## src/rtl/gcdsp_pkg.sv

```systemverilog
// Shared constants and divider interface types for the greedy change dispenser.
package gcdsp_pkg;

  localparam int unsigned NoteW   = 31;
  localparam int unsigned CfgIdxW = 8;
  localparam int unsigned DivCntW = 5;

  typedef struct packed {
    logic             start;
    logic [NoteW-1:0] dividend;
    logic [NoteW-1:0] divisor;
  } div_req_t;

  typedef struct packed {
    logic             done;
    logic [NoteW-1:0] quotient;
    logic [NoteW-1:0] remainder;
  } div_rsp_t;

endpackage

```

## src/rtl/gcdsp_divider.sv

```systemverilog
// Bit-serial restoring divider that produces one quotient bit per cycle.
module gcdsp_divider (
  input  logic                clk_i,
  input  logic                rst_ni,
  input  gcdsp_pkg::div_req_t req_i,
  output gcdsp_pkg::div_rsp_t rsp_o
);

  localparam int unsigned W = gcdsp_pkg::NoteW;

  logic                            busy_q, busy_d;
  logic                            done_q, done_d;
  logic [gcdsp_pkg::DivCntW-1:0]   step_q, step_d;
  logic [W-1:0]                    rem_q, rem_d;
  logic [W-1:0]                    quot_q, quot_d;
  logic [W-1:0]                    dvsr_q, dvsr_d;
  logic [W:0]                      trial;

  always_comb begin
    busy_d = busy_q;
    done_d = 1'b0;
    step_d = step_q;
    rem_d  = rem_q;
    quot_d = quot_q;
    dvsr_d = dvsr_q;
    trial  = {rem_q, quot_q[W-1]} - {1'b0, dvsr_q};
    if (req_i.start) begin
      busy_d = 1'b1;
      step_d = '0;
      rem_d  = '0;
      quot_d = req_i.dividend;
      dvsr_d = req_i.divisor;
    end else if (busy_q) begin
      // Shift the next dividend bit into the partial remainder and try a subtract.
      if (!trial[W]) begin
        rem_d  = trial[W-1:0];
        quot_d = {quot_q[W-2:0], 1'b1};
      end else begin
        rem_d  = {rem_q[W-2:0], quot_q[W-1]};
        quot_d = {quot_q[W-2:0], 1'b0};
      end
      step_d = step_q + gcdsp_pkg::DivCntW'(1);
      if (step_q == gcdsp_pkg::DivCntW'(W - 1)) begin
        busy_d = 1'b0;
        done_d = 1'b1;
      end
    end
  end

  always_ff @(posedge clk_i or negedge rst_ni) begin
    if (!rst_ni) begin
      busy_q <= 1'b0;
      done_q <= 1'b0;
      step_q <= '0;
      rem_q  <= '0;
      quot_q <= '0;
      dvsr_q <= '0;
    end else begin
      busy_q <= busy_d;
      done_q <= done_d;
      step_q <= step_d;
      rem_q  <= rem_d;
      quot_q <= quot_d;
      dvsr_q <= dvsr_d;
    end
  end

  assign rsp_o.done      = done_q;
  assign rsp_o.quotient  = quot_q;
  assign rsp_o.remainder = rem_q;

endmodule

```

## src/rtl/greedy_change_dispenser_top.sv

```systemverilog
// Top level of the greedy change dispenser: note registers, sequencer and output register.
//
// The block breaks a requested amount into notes, largest value first. Note values are
// written through the configuration port (index i selects slot i; indexes at or beyond
// NUM_NOTE_SLOTS are ignored, and zero marks an unused slot). For each accepted request
// the block emits one result transaction per nonzero slot in descending value order,
// each carrying the value, the note count, and the amount still left; the final one has
// last_result set. Equal values are each reported, and the later copy gets a count of
// zero. With no slot configured a single closing transaction with value zero and the
// whole amount left is emitted. Requests are handled one at a time. For each note, a
// scan over the slots reads one slot per cycle to find the next largest value, the
// shared bit-serial divider then works out the note count and the amount left, and the
// result is loaded into the output register once that register is free. A new
// request is taken only once the previous one has placed its last result in the output
// register.
module greedy_change_dispenser_top #(
  parameter int unsigned NUM_NOTE_SLOTS = 8
) (
  input  logic                              clk_i,
  input  logic                              rst_ni,
  // Configuration write channel.
  input  logic                              cfg_valid_i,
  output logic                              cfg_ready_o,
  input  logic [gcdsp_pkg::CfgIdxW-1:0]     cfg_index_i,
  input  logic [gcdsp_pkg::NoteW-1:0]       cfg_data_i,
  // Request channel.
  input  logic                              in_valid_i,
  output logic                              in_ready_o,
  input  logic [gcdsp_pkg::NoteW-1:0]       amount_asked_i,
  // Result channel.
  output logic                              out_valid_o,
  input  logic                              out_ready_i,
  output logic [gcdsp_pkg::NoteW-1:0]       note_value_o,
  output logic [gcdsp_pkg::NoteW-1:0]       note_count_o,
  output logic [gcdsp_pkg::NoteW-1:0]       amount_left_o,
  output logic                              last_result_o
);

  localparam int unsigned W    = gcdsp_pkg::NoteW;
  localparam int unsigned IdxW = (NUM_NOTE_SLOTS > 1) ? $clog2(NUM_NOTE_SLOTS) : 1;
  localparam int unsigned CntW = $clog2(NUM_NOTE_SLOTS + 1);

  typedef enum logic [1:0] {
    StIdle,
    StScan,
    StDiv,
    StPush
  } state_e;

  // Note value registers.
  logic [W-1:0] note_q [NUM_NOTE_SLOTS];

  state_e                    state_q;
  logic [W-1:0]              rem_q;
  logic [W-1:0]              cnt_q;
  logic [W-1:0]              best_q;
  logic [IdxW-1:0]           best_idx_q;
  logic [IdxW-1:0]           idx_q;
  logic [NUM_NOTE_SLOTS-1:0] used_q;
  logic [CntW-1:0]           remaining_q;
  logic                      out_valid_q;
  logic [W-1:0]              out_value_q;
  logic [W-1:0]              out_count_q;
  logic [W-1:0]              out_left_q;
  logic                      out_last_q;

  logic [W-1:0]              cur_val;
  logic                      take;
  logic [W-1:0]              best_d;
  logic [IdxW-1:0]           best_idx_d;
  logic                      scan_end;
  logic [CntW-1:0]           nonzero_cnt;
  logic                      out_free;

  gcdsp_pkg::div_req_t div_req;
  gcdsp_pkg::div_rsp_t div_rsp;

  assign cfg_ready_o = 1'b1;
  assign in_ready_o  = (state_q == StIdle);
  assign out_free    = !out_valid_q || out_ready_i;

  // Number of configured notes; a request yields that many results, or one closing result if none.
  always_comb begin
    nonzero_cnt = '0;
    for (int unsigned i = 0; i < NUM_NOTE_SLOTS; i++) begin
      if (note_q[i] != '0) begin
        nonzero_cnt = nonzero_cnt + CntW'(1);
      end
    end
  end

  // One slot per cycle is compared against the best candidate so far. A strict compare
  // keeps the first of several equal values; the others come up on later passes.
  assign cur_val    = note_q[idx_q];
  assign take       = !used_q[idx_q] && (cur_val > best_q);
  assign best_d     = take ? cur_val : best_q;
  assign best_idx_d = take ? idx_q : best_idx_q;
  assign scan_end   = (state_q == StScan) && (idx_q == IdxW'(NUM_NOTE_SLOTS - 1));

  assign div_req.start    = scan_end;
  assign div_req.dividend = rem_q;
  assign div_req.divisor  = best_d;

  gcdsp_divider u_divider (
    .clk_i  (clk_i),
    .rst_ni (rst_ni),
    .req_i  (div_req),
    .rsp_o  (div_rsp)
  );

  // Configuration registers; writes must arrive only while the block is idle, which the block itself does not enforce.
  always_ff @(posedge clk_i or negedge rst_ni) begin
    if (!rst_ni) begin
      for (int unsigned i = 0; i < NUM_NOTE_SLOTS; i++) begin
        note_q[i] <= '0;
      end
    end else if (cfg_valid_i && (cfg_index_i < gcdsp_pkg::CfgIdxW'(NUM_NOTE_SLOTS))) begin
      note_q[cfg_index_i[IdxW-1:0]] <= cfg_data_i;
    end
  end

  // Sequencer and output register.
  always_ff @(posedge clk_i or negedge rst_ni) begin
    if (!rst_ni) begin
      state_q     <= StIdle;
      rem_q       <= '0;
      cnt_q       <= '0;
      best_q      <= '0;
      best_idx_q  <= '0;
      idx_q       <= '0;
      used_q      <= '0;
      remaining_q <= '0;
      out_valid_q <= 1'b0;
      out_value_q <= '0;
      out_count_q <= '0;
      out_left_q  <= '0;
      out_last_q  <= 1'b0;
    end else begin
      // The output register fills from the push state and empties when taken.
      if ((state_q == StPush) && out_free) begin
        out_valid_q <= 1'b1;
      end else if (out_valid_q && out_ready_i) begin
        out_valid_q <= 1'b0;
      end
      case (state_q)
        StIdle: begin
          if (in_valid_i) begin
            rem_q       <= amount_asked_i;
            used_q      <= '0;
            remaining_q <= nonzero_cnt;
            best_q      <= '0;
            best_idx_q  <= '0;
            idx_q       <= '0;
            cnt_q       <= '0;
            // With nothing configured the closing result goes out directly.
            state_q     <= (nonzero_cnt == '0) ? StPush : StScan;
          end
        end
        StScan: begin
          best_q     <= best_d;
          best_idx_q <= best_idx_d;
          if (scan_end) begin
            used_q[best_idx_d] <= 1'b1;
            state_q            <= StDiv;
          end else begin
            idx_q <= idx_q + IdxW'(1);
          end
        end
        StDiv: begin
          if (div_rsp.done) begin
            cnt_q       <= div_rsp.quotient;
            rem_q       <= div_rsp.remainder;
            remaining_q <= remaining_q - CntW'(1);
            state_q     <= StPush;
          end
        end
        StPush: begin
          if (out_free) begin
            out_value_q <= best_q;
            out_count_q <= cnt_q;
            out_left_q  <= rem_q;
            out_last_q  <= (remaining_q == '0);
            best_q      <= '0;
            idx_q       <= '0;
            state_q     <= (remaining_q == '0) ? StIdle : StScan;
          end
        end
        default: begin
          state_q <= StIdle;
        end
      endcase
    end
  end

  assign out_valid_o   = out_valid_q;
  assign note_value_o  = out_value_q;
  assign note_count_o  = out_count_q;
  assign amount_left_o = out_left_q;
  assign last_result_o = out_last_q;

endmodule

```

## config.mk

```make
export PLATFORM = sky130hd
export DESIGN_NAME = greedy_change_dispenser_top
export DESIGN_NICKNAME = d
export VERILOG_FILES = /design/src/rtl/gcdsp_pkg.sv /design/src/rtl/gcdsp_divider.sv /design/src/rtl/greedy_change_dispenser_top.sv
export SDC_FILE = /design/constraint.sdc
export NUM_CORES = 1
export LEC_CHECK = 0
export ABC_AREA = 1
export BUFFER_PORTS_ARGS = -buffer_cell sky130_fd_sc_hd__buf_2
export CELL_PAD_IN_SITES_DETAIL_PLACEMENT = 0
export CELL_PAD_IN_SITES_GLOBAL_PLACEMENT = 1
export CORE_ASPECT_RATIO = 0.9
export CORE_MARGIN = 2
export CORE_UTILIZATION = 40
export CTS_BUF_LIST = sky130_fd_sc_hd__clkbuf_16
export CTS_CLUSTER_DIAMETER = 150
export DETAILED_ROUTE_END_ITERATION = 16
export GPL_ROUTABILITY_DRIVEN = 0
export GPL_TIMING_DRIVEN = 0
export PLACE_DENSITY_LB_ADDON = 0.1
export SLEW_MARGIN = 20
export SYNTH_ARGS = -nofsm -noshare
export SYNTH_HDL_FRONTEND = slang
export SYNTH_HIERARCHICAL = 1
export SYNTH_SLANG_ARGS = --single-unit
```

## constraint.sdc

```tcl
create_clock -name clk_i -period 4 [get_ports clk_i]
set_input_delay 0.2 -clock clk_i [delete_from_list [all_inputs] [get_ports clk_i]]
set_output_delay 0.2 -clock clk_i [all_outputs]
set_load 0.005 [all_outputs]
```

# After elaboration in Yosys (flattened, before gate mapping)

Cells that the tools add are included.
Widths: inputs -> output; s select.

Add/sub/neg operators: 11
Multiply operators: 0
Divide/modulo/power cells: 0
Magnitude comparators: 8
Eq/ne operators: 10
Shifts and indexed selects: 0
Multiplexer cells: 62
Bitwise logic cells: 3
Reductions and logical operators: 33

Operator list:

| operator            | number |
|---|---|
| $mux 31             | 14 |
| $bwmux 248          | 1 |
| $reduce_bool 31->1  | 8 |
| $pmux 31 s2         | 2 |
| $bmux 31 s3         | 1 |
| $demux 31 s3        | 1 |
| $pmux 31 s3         | 1 |
| $mux 4              | 9 |
| $sub 32x31->32      | 1 |
| $gt 31x31->1        | 1 |
| $add 4x1->4 const B | 7 |
| $mux 8              | 2 |
| $pmux 8 s2          | 1 |
| $mux 1              | 13 |
| $mux 3              | 4 |
| $mux 2              | 5 |
| $mux 5              | 2 |
| $pmux 3 s3          | 1 |
| $reduce_and 3->1    | 3 |
| $ge 4x4->1 const B  | 2 |
| $logic_not 4->1     | 2 |
| $lt 3x4->1 const B  | 2 |
| $lt 8x4->1 const B  | 1 |
| $ne 2x2->1 const B  | 4 |
| 25 further kinds    | 39 |

Register bits after elaboration: 556
Latch bits: 0
RAM bits: 0
Bits in read-only memories: 0
Input port bits: 75
Output and inout bits: 97
Logic and storage cells: 154
Memories: 0

# Longest topological paths before layout

Gate-level depths: netlist (run 1).

Word-level depth: 20
Gate-level depth with buffers: 32
Depth with buffers taken out: 32

# Hierarchy

The synthesis (run 1) kept the hierarchy.

By module, submodules not included:

| module                      | times used | cells each | area an instance (µm²) | sequential area each (µm²) |
|---|---|---|---|---|
| greedy_change_dispenser_top | 1          | 2,761      | 21,972.3               | 11,410.9 |
| gcdsp_divider               | 1          | 1,025      | 6,896.6                | 2,502.4 |

# Worst setup path before layout (run 1)

OpenSTA, ideal clock, no wires.

Kind: reg2reg
Start: reg note_q[243] (netlist name)
End: reg state_q[1]
Library setup time: 0.125 ns
Data arrival time: 3.444 ns
Required time: 3.875 ns
Setup slack: 0.432 ns
Cell stages (with the launch flop): 29
Path buffers: 0
Period minus slack after synthesis: 3.568 ns
Cell sequence: dfrtp_1 > nor2_1 > nand2_1 > nor2_1 > nand2_1 > nor2_1 > ha_1 > inv_1 > nand2_4 > nand2_2 > inv_1 > ha_1 > or2_2 > nand2_1 > nand2_1 > nand3_1 > nand2_1 > ha_1 > or2_2 > nand2_1 > nand2_1 > nand2_1 > nand2_1 > nand2_1 > nor2_1 > nor2_1 > nor2_1 > nand2_1 > a21oi_2

Cells in the longest elaborated chain, start to end: 20

RTL lines:

| item                              | line                               | source |
|---|---|---|
| from (decl)                       | greedy_change_dispenser_top.sv:51  | `logic [W-1:0] note_q [NUM_NOTE_SLOTS];` |
| from (signal, indexed assignment) | greedy_change_dispenser_top.sv:118 | `note_q[cfg_index_i[IdxW-1:0]] <= cfg_data_i;` |
| $reduce_bool 31->1 (*)            | greedy_change_dispenser_top.sv:86  | `if (note_q[i] != '0) begin` |
| $mux 1 (*)                        | greedy_change_dispenser_top.sv:86  |  |
| $add 4x1->4                       | greedy_change_dispenser_top.sv:87  | `nonzero_cnt = nonzero_cnt + CntW'(1);` |
| $mux 4 (*)                        | greedy_change_dispenser_top.sv:86  |  |
| $add 4x1->4                       | greedy_change_dispenser_top.sv:87  |  |
| $mux 4 (*)                        | greedy_change_dispenser_top.sv:86  |  |
| $add 4x1->4                       | greedy_change_dispenser_top.sv:87  |  |
| $mux 4 (*)                        | greedy_change_dispenser_top.sv:86  |  |
| [... 4 more ...]                  | n/a                                |  |
| $add 4x1->4                       | greedy_change_dispenser_top.sv:87  |  |
| $mux 4 (*)                        | greedy_change_dispenser_top.sv:86  |  |
| $add 4x1->4                       | greedy_change_dispenser_top.sv:87  |  |
| $mux 4 (*)                        | greedy_change_dispenser_top.sv:86  |  |
| $logic_not 4->1 (*)               | greedy_change_dispenser_top.sv:156 | `state_q <= (nonzero_cnt == '0) ? StPush : StScan;` |
| $mux 2 (*)                        | greedy_change_dispenser_top.sv:156 |  |
| $mux 2 (*)                        | greedy_change_dispenser_top.sv:147 | `if (in_valid_i) begin` |
| $pmux 2 s4 (*)                    | greedy_change_dispenser_top.sv:145 | `case (state_q)` |
| to (signal assigned)              | greedy_change_dispenser_top.sv:156 |  |
| to (signal assigned)              | greedy_change_dispenser_top.sv:164 | `state_q <= StDiv;` |
| to (signal assigned)              | greedy_change_dispenser_top.sv:174 | `state_q <= StPush;` |
| to (decl)                         | greedy_change_dispenser_top.sv:53  | `state_e state_q;` |

Every way passes the cells marked *; elsewhere a longest branch is shown, timed or not. The select of a mux whose other input is x is not followed.
A chain may end at the register's enable or synchronous reset.

# Final worst setup path (run 1)

Start: reg idx_q[0]
End: reg u_divider.dvsr_q[11]

Cells in the longest elaborated chain, start to end: 7
Elaborated cells on any way between the ends: 12
Classes of those cells: 1 x order compare; 1 x eq/ne; 6 x mux; 1 x bitwise; 3 x reduce/logical

RTL lines:

| item                                       | line                               | source |
|---|---|---|
| from (decl)                                | greedy_change_dispenser_top.sv:58  | `logic [IdxW-1:0] idx_q;` |
| from (signal assigned)                     | greedy_change_dispenser_top.sv:166 | `idx_q <= idx_q + IdxW'(1);` |
| $not 3->4 (not written as such)            | greedy_change_dispenser_top.sv:94  | `assign cur_val = note_q[idx_q];` |
| $bmux 31 s3                                | greedy_change_dispenser_top.sv:94  |  |
| $mux 31 (not written as such) (2 in a row) | greedy_change_dispenser_top.sv:94  |  |
| $gt 31x31->1                               | greedy_change_dispenser_top.sv:95  | `assign take = !used_q[idx_q] && (cur_val > best_q);` |
| $logic_and 1x1->1                          | greedy_change_dispenser_top.sv:95  |  |
| $mux 31 (*)                                | greedy_change_dispenser_top.sv:96  | `assign best_d = take ? cur_val : best_q;` |
| named net best_d[11]                       | greedy_change_dispenser_top.sv:69  | `logic [W-1:0] best_d;` |
| to (signal assigned)                       | gcdsp_divider.sv:64                | `dvsr_q <= dvsr_d;` |
| to (decl)                                  | gcdsp_divider.sv:16                | `logic [W-1:0] dvsr_q, dvsr_d;` |

The timed path passes the listed nets; every way through them passes the cells marked *. The select of a mux whose other input is x is not followed.

==> impl_metrics.toml, run 1 <==
[run_status]
status = "complete, but fails checks"
violations = "hold timing"

[sta]
fin_crit_sh = 0.9775
finClkSkew_ps = 45.24
slew_headroom = 0.3445
tightest_slew_ps = 979.6
slew_viol_final = 0
period_minus_slack_ps = 3910
setup_viol = 0
worst_hold_slack_ps = -10.38
rsz0062_at_grt = "true"
setup_tns_ps = 0
final-hold-violation-count = 4
clock.fmax_ghz = 0.2558

[critical_path]
critPathBufInv = 7
startpoint_type = "flop"
path_class = "reg -> reg"
crit_chain = "buf_6, inv_8, clkbuf_16, clkbuf_16, nor2_1, o21ai_0, nor2_1, a31oi_2, ha_1, nand2_1, nor3b_2, o21ai_2, o2111ai_2, nand2_1, o2111ai_2, nand2_4, buf_6, buf_6, nand2_1, o21ai_0, inv_1, nand2_1, o21ai_0"
worstPathArrival_ps = 4400
worstSetupEndpointType = "flop"
crit_path_frequent_cell = "nand2_1"
critPathTopFamily = "compound AO/OA/AOI/OAI gates"
cp_slowest_cell = "dfrtp_1"
cp_data_required_time_ps = 4490
max_stage_delay_ps = 390
cp_max_fo = 10

[yosys]
netlist_area_mm2 = 0.02887
syn_inst = 3786
async_flop_share = 1.000
synth_top_area_share = 0.4819
synth-main-ff-cell = "dfrtp_1"
synth_area_leader_cell = "dfrtp_1"
synth_area_leaders = "dfrtp_1 (48%), nand2_1 (14%), o21ai_0 (10%), inv_1 (5.4%), nor2_1 (3.9%)"
synth_common_cells = "nand2_1 (1,100), o21ai_0 (574), dfrtp_1 (556), inv_1 (419), nor2_1 (303)"
syn-num-nets = 3939
yosysWarnings = 6
yosysMostFrequentCell = "nand2_1"
synth-seq-cells = 556
seq_area_frac_synth = 0.4819
avgSynthCellArea_um2 = 7.625
synth.distinct_cells = 56
synth-edff-count = 0

[detailed_routing]
vias = 26843
vias_per_cell = 5.257
drt-total-wl_mm = 103.9
post_drt_wl_per_cell_um = 20.36
top_layer_used = "met4"
wl_met3_mm = 8.177
dr_wl_met2_mm = 42.68
wl_met1_mm = 51.62
drcViolationCount = 0
initialDrtViolationCount = 2502
drtAntennaViolNets = 0
dr.pass1.iters = 5

[cts]
cts.path.max_buffers = 3
clock_sinks = 556
htree_levels = 2
cts_made_buffers = 60
path_clk_slew_ps = 60
cts-root-buf = "clkbuf_16"
clk_latency_ps = 660
tritoncts = "done"

[final_layout]
final_nets = 4258
drive_above_1_share = 0.1316
final_cells = 5106
nFillCells = 7276
diodes = 0
multi_input_area_mm2 = 0.01325
seqCellArea_mm2 = 0.01391
synthToLayoutAreaGrowth_pct = 20.56

[die]
die_x_um = 287.2
fp.dieH_um = 258.9
dieArea_mm2 = 0.07434
start_util = 0.4041
core-area_mm2 = 0.07145
boundaryPins = 172
num_rows = 93

[global_routing]
grt_use_total = 0.2793
antenna_found_initial = 1
grt_max_degree = 94
grt_pass1_vias = 25499
grt.overflow.total = 0
grt_pass1_wl_mm = 158.5

[place]
io_buffers = 169
dp_hpwl_mm = 79.51
dp.cells = 4912

[min_path]
hp-class = "in -> reg"

[power]
ir_worst_vdd_mv = 0.5455
p_leak_uw = 0.01713
power_density_mw_per_mm2 = 786.9

[run]
drv_cap = 0
==> layout by cell type (no fill, tap or decap), types with 11 or more instances in the layout <==
master / count
nand2_1: 1077
o22ai_1: 44
o211ai_1: 14
a31oi_2: 19
nand3_1: 150
a21oi_1: 90
nor2_1: 282
nor2_2: 20
buf_4: 42
buf_2: 174
dlygate4sd3_1: 49
ha_1: 73
o21ai_1: 51
inv_2: 13
o21ai_2: 23
a21oi_2: 11
clkbuf_1: 115
nor3_1: 14
o221ai_1: 28
a31oi_1: 38
clkbuf_16: 62
clkbuf_2: 17
nand2_4: 11
nand2_2: 40
o21ai_0: 502
nand4_1: 25
nor4_1: 21
inv_1: 424
dfrtp_1: 555
clkinv_1: 15
==> final cells by class <==
class,instances,share of cell area
buffer,185,0.02919
clock buffer,60,0.04314
clock inverter,53,0.01542
inverter,426,0.04641
multi-input combinational,2618,0.3806
sequential,556,0.3998
tap,950,0.03415
timing repair buffer,258,0.05127
==> tightest hold or removal path, delay by kind of cell <==
kind | cells | cell delay, ps
AOI/OAI and AO/OA | 1 | 190
buffers and inverters | 2 | 210
==> cell families (layout without fill, tap and decap cells) <==
kind of cell    count (synthesis)  in the layout  synth area share
fa+ha+maj                      78             78           0.03407
xor+xnor                       12             12          0.003641
flops                         556            556            0.4819
buf+inv                       612            982           0.08113
compound gates                843            843            0.1580
simple gates                 1684           1684            0.2411
other cells                     1              1         0.0001299
==> routing by layer <==
layer / GRT usage / vias up
met5: 0 / -
met4: 0.04659 / 0
met3: 0.06092 / 92
met2: 0.3948 / 734
met1: 0.4382 / 13048
li1: - / 12969
==> path summary, 6_finish.rpt <==
path | startpoint | to | slack (ps) | cells past startpoint
worst min register to register | amount_left_o[14]$_DFFE_PN0P_ | amount_left_o[14]$_DFFE_PN0P_ | 480 | 2
worst max register to register | idx_q[0]$_DFFE_PN0P_ | u_divider/dvsr_q[11]$_DFFE_PN0P_ | 90 | 23
min in group asynchronous | rst_ni | note_q[85]$_DFFE_PN0P_ | 140 | 3
max in group asynchronous | rst_ni | u_divider/rem_q[14]$_DFFE_PN0P_ | 2620 | 5
worst min-delay path | cfg_data_i[23] | note_q[54]$_DFFE_PN0P_ | -10 | 3
worst max-delay path | idx_q[0]$_DFFE_PN0P_ | u_divider/dvsr_q[11]$_DFFE_PN0P_ | 90 | 23
==> what timing repair did <==
action,CTS,global route
gates resized for setup,179,176
hold endpoints to repair,304,0
setup buffers,13,19
endpoints found under the setup margin,77,77
pin swaps,20,49
hold buffers,50,0
==> sequential cells by signal, indices dropped and copies added, names as in the netlist, 2 cells and up <==
| register | flops |
|---|---|
| best_q | 31 |
| used_q | 8 |
| u_divider/dvsr_q | 31 |
| best_idx_q | 3 |
| rem_q | 31 |
| note_count_o | 31 |
| note_value_o | 31 |
| remaining_q | 4 |
| state_q | 2 |
| u_divider/rem_q | 31 |
| idx_q | 3 |
| u_divider/step_q | 5 |
| note_q | 248 |
| u_divider/quot_q | 31 |
| amount_left_o | 31 |
| cnt_q | 31 |
==> report_power, final <==
part / internal (µW) / switching (µW) / leakage, µW
Clock: 3320 / 2480 / 0.00105
Combinational: 4750 / 9340 / 0.00856
Sequential: 6590 / 906 / 0.00752
==> per-stage QoR <==
step                      utilization  total power, µW  setup slack [ps]  area, µm²
after floorplan                     -            15590             431.6      28870
after global placement         0.4325            19870             -9529      30900
after detailed placement       0.4354            19930             -1960      31110
after CTS                      0.4794            26380            -18.93      34250
after global routing           0.4871            29460            -78.71      34800
final                          0.4871            27390             90.09      34800
Power figures use the tool's default switching activity.
==> run 2: changes to the inputs <==
--- a/config.mk
+++ b/config.mk
@@ -11,7 +11,7 @@
 export CELL_PAD_IN_SITES_GLOBAL_PLACEMENT = 1
 export CORE_ASPECT_RATIO = 0.9
 export CORE_MARGIN = 2
-export CORE_UTILIZATION = 40
+export CORE_UTILIZATION = 46
 export CTS_BUF_LIST = sky130_fd_sc_hd__clkbuf_16
 export CTS_CLUSTER_DIAMETER = 150
 export DETAILED_ROUTE_END_ITERATION = 16
==> impl_metrics.toml, run 2 (synthesis results as in run 1) <==
[run_status]
status = "finished clean"

[critical_path]
worst-r2r-cell-count = 22
endpoint = "u_divider/dvsr_q[8]$_DFFE_PN0P_"
cp_slowest_cell = "dfrtp_1"
cp_data_required_time_ps = 4490
startpoint_type = "flop"
path_class = "reg -> reg"
worstPathArrival_ps = 4360
r2r_start = "idx_q[0]$_DFFE_PN0P_"
max_stage_delay_ps = 360
worstSetupEndpointType = "flop"
rr_endpoint = "u_divider/dvsr_q[8]$_DFFE_PN0P_"
cp_max_fo = 10
r2r_setup_slack_ps = 130
crit_chain = "buf_6, inv_8, clkbuf_16, clkbuf_8, a21oi_1, o21ai_0, a31oi_4, ha_1, nand2_2, nor2_1, a211oi_2, o2111ai_4, nand2_2, o2111ai_2, nand2_4, buf_6, buf_12, nand2_1, o21ai_2, inv_2, nand2_1, o21ai_0"
startpoint = "idx_q[0]$_DFFE_PN0P_"

[detailed_routing]
initialDrtViolationCount = 2765
vias = 26957
dr.pass1.iters = 7
post_drt_wl_per_cell_um = 19.96
vias_per_cell = 5.415
drt-total-wl_mm = 99.36
drtAntennaViolNets = 0
drcViolationCount = 0

[final_layout]
final_nets = 4240
final_util = 0.5505
final_common_cell = "nand2_1"
largest_reg_flops = 248
seqCellArea_mm2 = 0.01391
drive_above_1_share = 0.1288
regMostFlops = "note_q"
nFillCells = 6128
multi_input_area_mm2 = 0.01320
final_cell_mix = "nand2_1 (1,079), dfrtp_1 (555), o21ai_0 (509), inv_1 (422), nor2_1 (276)"
synthToLayoutAreaGrowth_pct = 18.95

[die]
fp.dieH_um = 241.7
dieArea_mm2 = 0.06478
start_util = 0.4628
core-area_mm2 = 0.06237
die_x_um = 268.1
boundaryPins = 172
num_rows = 87

[sta]
tightest_slew_ps = 945.2
slew_viol_final = 0
fin_crit_sh = 0.9679
final-hold-violation-count = 0
setup_viol = 0
finClkSkew_ps = 15.70
slew_headroom = 0.3675
clock.fmax_ghz = 0.2583
worst_hold_slack_ps = 16.81
period_minus_slack_ps = 3871

[global_routing]
grt_max_degree = 96
antenna_found_initial = 4
grt_pass1_wl_mm = 151.5
grt_use_total = 0.3064
grt.overflow.total = 0
grt_pass1_vias = 25138

[place]
io_buffers = 169
dp_hpwl_mm = 75.57

[cts]
clk_latency_ps = 640
cts-root-buf = "clkbuf_16"
htree_levels = 2
path_clk_slew_ps = 60
clock_sinks = 556
cts_made_buffers = 58
cts.path.max_buffers = 3
tritoncts = "done"

[power]
p_leak_uw = 0.01698
ir_worst_vdd_mv = 0.4459
p_total_uw = 26860
power_density_mw_per_mm2 = 782.2

[min_path]
hp-class = "in -> reg"
hp-start = "cfg_data_i[27]"

[run]
drv_cap = 0
run 2: changes by cell type in the layout (fill, tap and decap cells not counted), sizes merged:
cell / change
clkbuf: -7
buf: -8
dlygate4sd3: -3
bufinv: -1
clkinv: -5
diode: +1
run 2: critical path, delay by kind of cell, from the launching register on:
kind                     cells  cell delay, ps
AO/OA/AOI/OAI                8            1540
buffers and inverters        7             950
AND/OR/NAND/NOR              6             590
flip-flops                   1             360
adder cells (fa/ha/maj)      1             280
run 2: worst min-delay path by stage:
stage	to	slack, ps	cells after the start
6_report	note_q[182]$_DFFE_PN0P_	20	3
5_1_grt	note_q[218]$_DFFE_PN0P_	30	3
4_1_cts	note_q[187]$_DFFE_PN0P_	0.8	3
3_5_place_dp	note_q[117]$_DFFE_PN0P_	180	1
3_3_place_gp	amount_left_o[12]$_DFFE_PN0P_	460	2
2_1_floorplan	amount_left_o[0]$_DFFE_PN0P_	-100	0
run 2: final cells by class:
| type | count | share of cell area |
|---|---|---|
| Clock inverter | 47 | 0.01315 |
| Multi-Input combinational cell | 2618 | 0.3843 |
| Sequential cell | 556 | 0.4052 |
| Antenna cell | 1 | 0.00007287 |
| Buffer | 184 | 0.02944 |
| Timing Repair Buffer | 243 | 0.04788 |
| Inverter | 426 | 0.04689 |
| Tap cell | 845 | 0.03079 |
| Clock buffer | 58 | 0.04227 |
run 2: power breakdown:
| part | total, µW | internal (µW) | switching [µW] |
|---|---|---|---|
| Clock | 5520 | 3150 | 2370 |
| Combinational | 13800 | 4650 | 9190 |
| Sequential | 7490 | 6590 | 901 |
run 2: per-stage QoR:
step	instance area [µm²]	setup slack [ps]	cells	setup TNS [ps]
finish	34340	128.5	4978	0
global route	34340	-46.68	4978	-554.0
CTS	33830	1.476	4964	0
detailed placement	30950	-1846	4806	-115320
global placement	30770	-9179	4800	-5165910
floorplan	28870	431.6	3786	0
run 2: timing repair:
item | CTS | global route
cloned | 0 | 1
hold endpoints to repair | 290 | 0
pin swaps | 15 | 48
endpoints found under the setup margin | 77 | 76
setup buffers | 9 | 12
resized for setup | 162 | 184
hold buffers | 46 | 0
run 2: layer usage:
metal	vias to the layer above	share of wire	global-route usage
met2	958	0.41	0.4264
li1	12932	-	-
met4	0	0.022	0.07706
met5	-	0	0
met3	133	0.087	0.06222
met1	12934	0.48	0.4815
==> run 3: changes to the inputs <==
==> constraint.sdc (replaced) <==
create_clock -name clk_i -period 4 [get_ports clk_i]
set_input_delay 0.4 -clock clk_i [delete_from_list [all_inputs] [get_ports clk_i]]
set_output_delay 0.4 -clock clk_i [all_outputs]
set_load 0.005 [all_outputs]
==> impl_metrics.toml, run 3 (synthesis results as in run 1) <==
[run]
drv_cap = 0

[power]
p_sw_frac = 0.4643
comb_power_share = 0.515
p_leak_uw = 0.01683
ir_worst_vdd_mv = 0.4454
power_density_mw_per_mm2 = 789.3
p_sw_uw = 12460
clock_power_share = 0.206
internal-power_uw = 14370
power_frac_seq = 0.279

[die]
fp.dieH_um = 241.7
die_x_um = 268.1
num_rows = 87
dieArea_mm2 = 0.06478
core-area_mm2 = 0.06237
boundaryPins = 172
start_util = 0.4628

[critical_path]
r2r_setup_slack_ps = 150
path_class = "reg -> reg"
worstSetupEndpointType = "flop"
cp_data_required_time_ps = 4490
startpoint_type = "flop"
cp_slowest_cell = "dfrtp_1"
crit_chain = "buf_6, inv_8, clkbuf_16, clkbuf_8, a21oi_1, o21ai_0, a31oi_4, ha_1, nand2_2, nor2_1, a211oi_2, o2111ai_4, nand2_2, o2111ai_2, nand2_4, buf_6, buf_12, nand2_1, o21ai_2, inv_1, nand2_1, o21ai_0"
worst-r2r-cell-count = 22
critPathBufInv = 7
max_stage_delay_ps = 360
r2r_start = "idx_q[0]$_DFFE_PN0P_"
cp_max_fo = 10
rr_endpoint = "u_divider/dvsr_q[9]$_DFFE_PN0P_"
worstPathArrival_ps = 4340
startpoint = "idx_q[0]$_DFFE_PN0P_"
critPathTopFamily = "compound AO/OA/AOI/OAI gates"

[detailed_routing]
drcViolationCount = 0
drtAntennaViolNets = 0
dr_wl_met2_mm = 40.87
vias_per_cell = 5.404
dr.pass1.iters = 5
drt-total-wl_mm = 98.74
wl_met1_mm = 47.56
initialDrtViolationCount = 2743
post_drt_wl_per_cell_um = 19.98
top_layer_used = "met4"
vias = 26714
wl_met3_mm = 8.551

[sta]
finClkSkew_ps = 16.32
period_minus_slack_ps = 3846
slew_headroom = 0.3976
clock.fmax_ghz = 0.2600
final-hold-violation-count = 0
setup_viol = 0
slew_viol_final = 0
tightest_slew_ps = 900.3
fin_crit_sh = 0.9614

[final_layout]
final_cells = 4943
seqCellArea_mm2 = 0.01391
final_common_cell = "nand2_1"
final_nets = 4205
nFillCells = 6166
largest_reg_flops = 248
synthToLayoutAreaGrowth_pct = 17.73
final_cell_mix = "nand2_1 (1,079), dfrtp_1 (555), o21ai_0 (509), inv_1 (422), nor2_1 (276)"
drive_above_1_share = 0.1299
multi_input_area_mm2 = 0.01320
regMostFlops = "note_q"
final_area_mm2 = 0.03399

[cts]
clock_sinks = 556
htree_levels = 2
cts.path.max_buffers = 3
cts-root-buf = "clkbuf_16"
cts_made_buffers = 58
tritoncts = "done"
clk_latency_ps = 640
path_clk_slew_ps = 60

[min_path]
min_to = "rem_q[18]$_DFFE_PN0P_"
hp-class = "in -> reg"
hp-start = "amount_asked_i[18]"
min_path_cells = 3

[global_routing]
antenna_found_initial = 4
grt.overflow.total = 0
grt_pass1_vias = 24904
grt_use_total = 0.3048
grt_max_degree = 96
grt_pass1_wl_mm = 150.6

[place]
dp.cells = 4806
dp_hpwl_mm = 75.57
post_dp_cell_area_mm2 = 0.03095
io_buffers = 169

[run_status]
status = "finished clean"
-- run 3: cell count changes in the layout (fill, tap and decap cells not counted) --
cell	before	now
dlygate4sd3_1	46	11
-- run 3: area by class of cell --
cell class | instances | area share
flip-flops and latches | 556 | 0.4094
multi-input cells | 2618 | 0.3883
inverters | 426 | 0.04738
clock buffers | 58 | 0.04270
repair buffers | 208 | 0.03806
well taps | 845 | 0.03111
plain buffers | 184 | 0.02974
clock inverters | 47 | 0.01329
diodes | 1 | 0.00007362
-- run 3: worst register-to-register path: cells and delay by family (launching register included) --
family / cells / cell delay, ps
buffers and inverters: 7 / 980
and+or+nand+nor: 6 / 580
AOI/OAI and AO/OA: 8 / 1510
DFF: 1 / 360
adders and majority gates: 1 / 280
-- run 3: worst max path at each step --
stage | to | slack [ps] | cells after the start
finish | u_divider/dvsr_q[9]$_DFFE_PN0P_ | 150 | 22
global route | u_divider/dvsr_q[9]$_DFFE_PN0P_ | -50 | 22
CTS | u_divider/dvsr_q[3]$_DFFE_PN0P_ | 1 | 23
detailed placement | u_divider/dvsr_q[2]$_DFFE_PN0P_ | -1850 | 22
global placement | note_count_o[8]$_DFFE_PN0P_ | -9380 | 1
floorplan | state_q[1]$_DFFE_PN0P_ | 430 | 28
-- run 3: stage by stage --
stage / setup TNS (ps) / utilization / setup WS (ps) / total power [µW] / hold slack [ps]
final: 0 / 0.5449 / 154.2 / 26830 / 33.01
after global placement: -5277110 / 0.4934 / -9379 / 19680 / 463.4
after CTS: 0 / 0.5368 / 1.476 / 25870 / 0.8242
after floorplan: 0 / - / 431.6 / 15590 / 104.4
after detailed placement: -115320 / 0.4962 / -1846 / 19780 / 381.8
after global routing: -553.8 / 0.5449 / -46.68 / 28790 / 24.34
-- run 3: power groups by stage --
stage / Combinational, µW / Sequential, µW / Clock (µW)
floorplan: 8370 / 7220 / 0
CTS: 12800 / 7460 / 5610
finish: 13800 / 7500 / 5520
detailed placement: 12200 / 7540 / 0
global route: 15400 / 7590 / 5820
global placement: 12100 / 7540 / 0
-- run 3: timing repair --
action	4_1_cts	5_1_grt
resized for setup	162	184
buffers inserted	9	12
gates cloned	0	1
endpoints found under the hold margin	70	0
hold buffers	11	0
setup endpoints to repair	77	76
pin swaps	15	48
-- run 3: metal layers --
metal,GRT usage,vias to the layer above
li1,-,12863
met1,0.4809,12837
met2,0.4257,902
met3,0.06181,112
met4,0.06868,0
met5,0,-
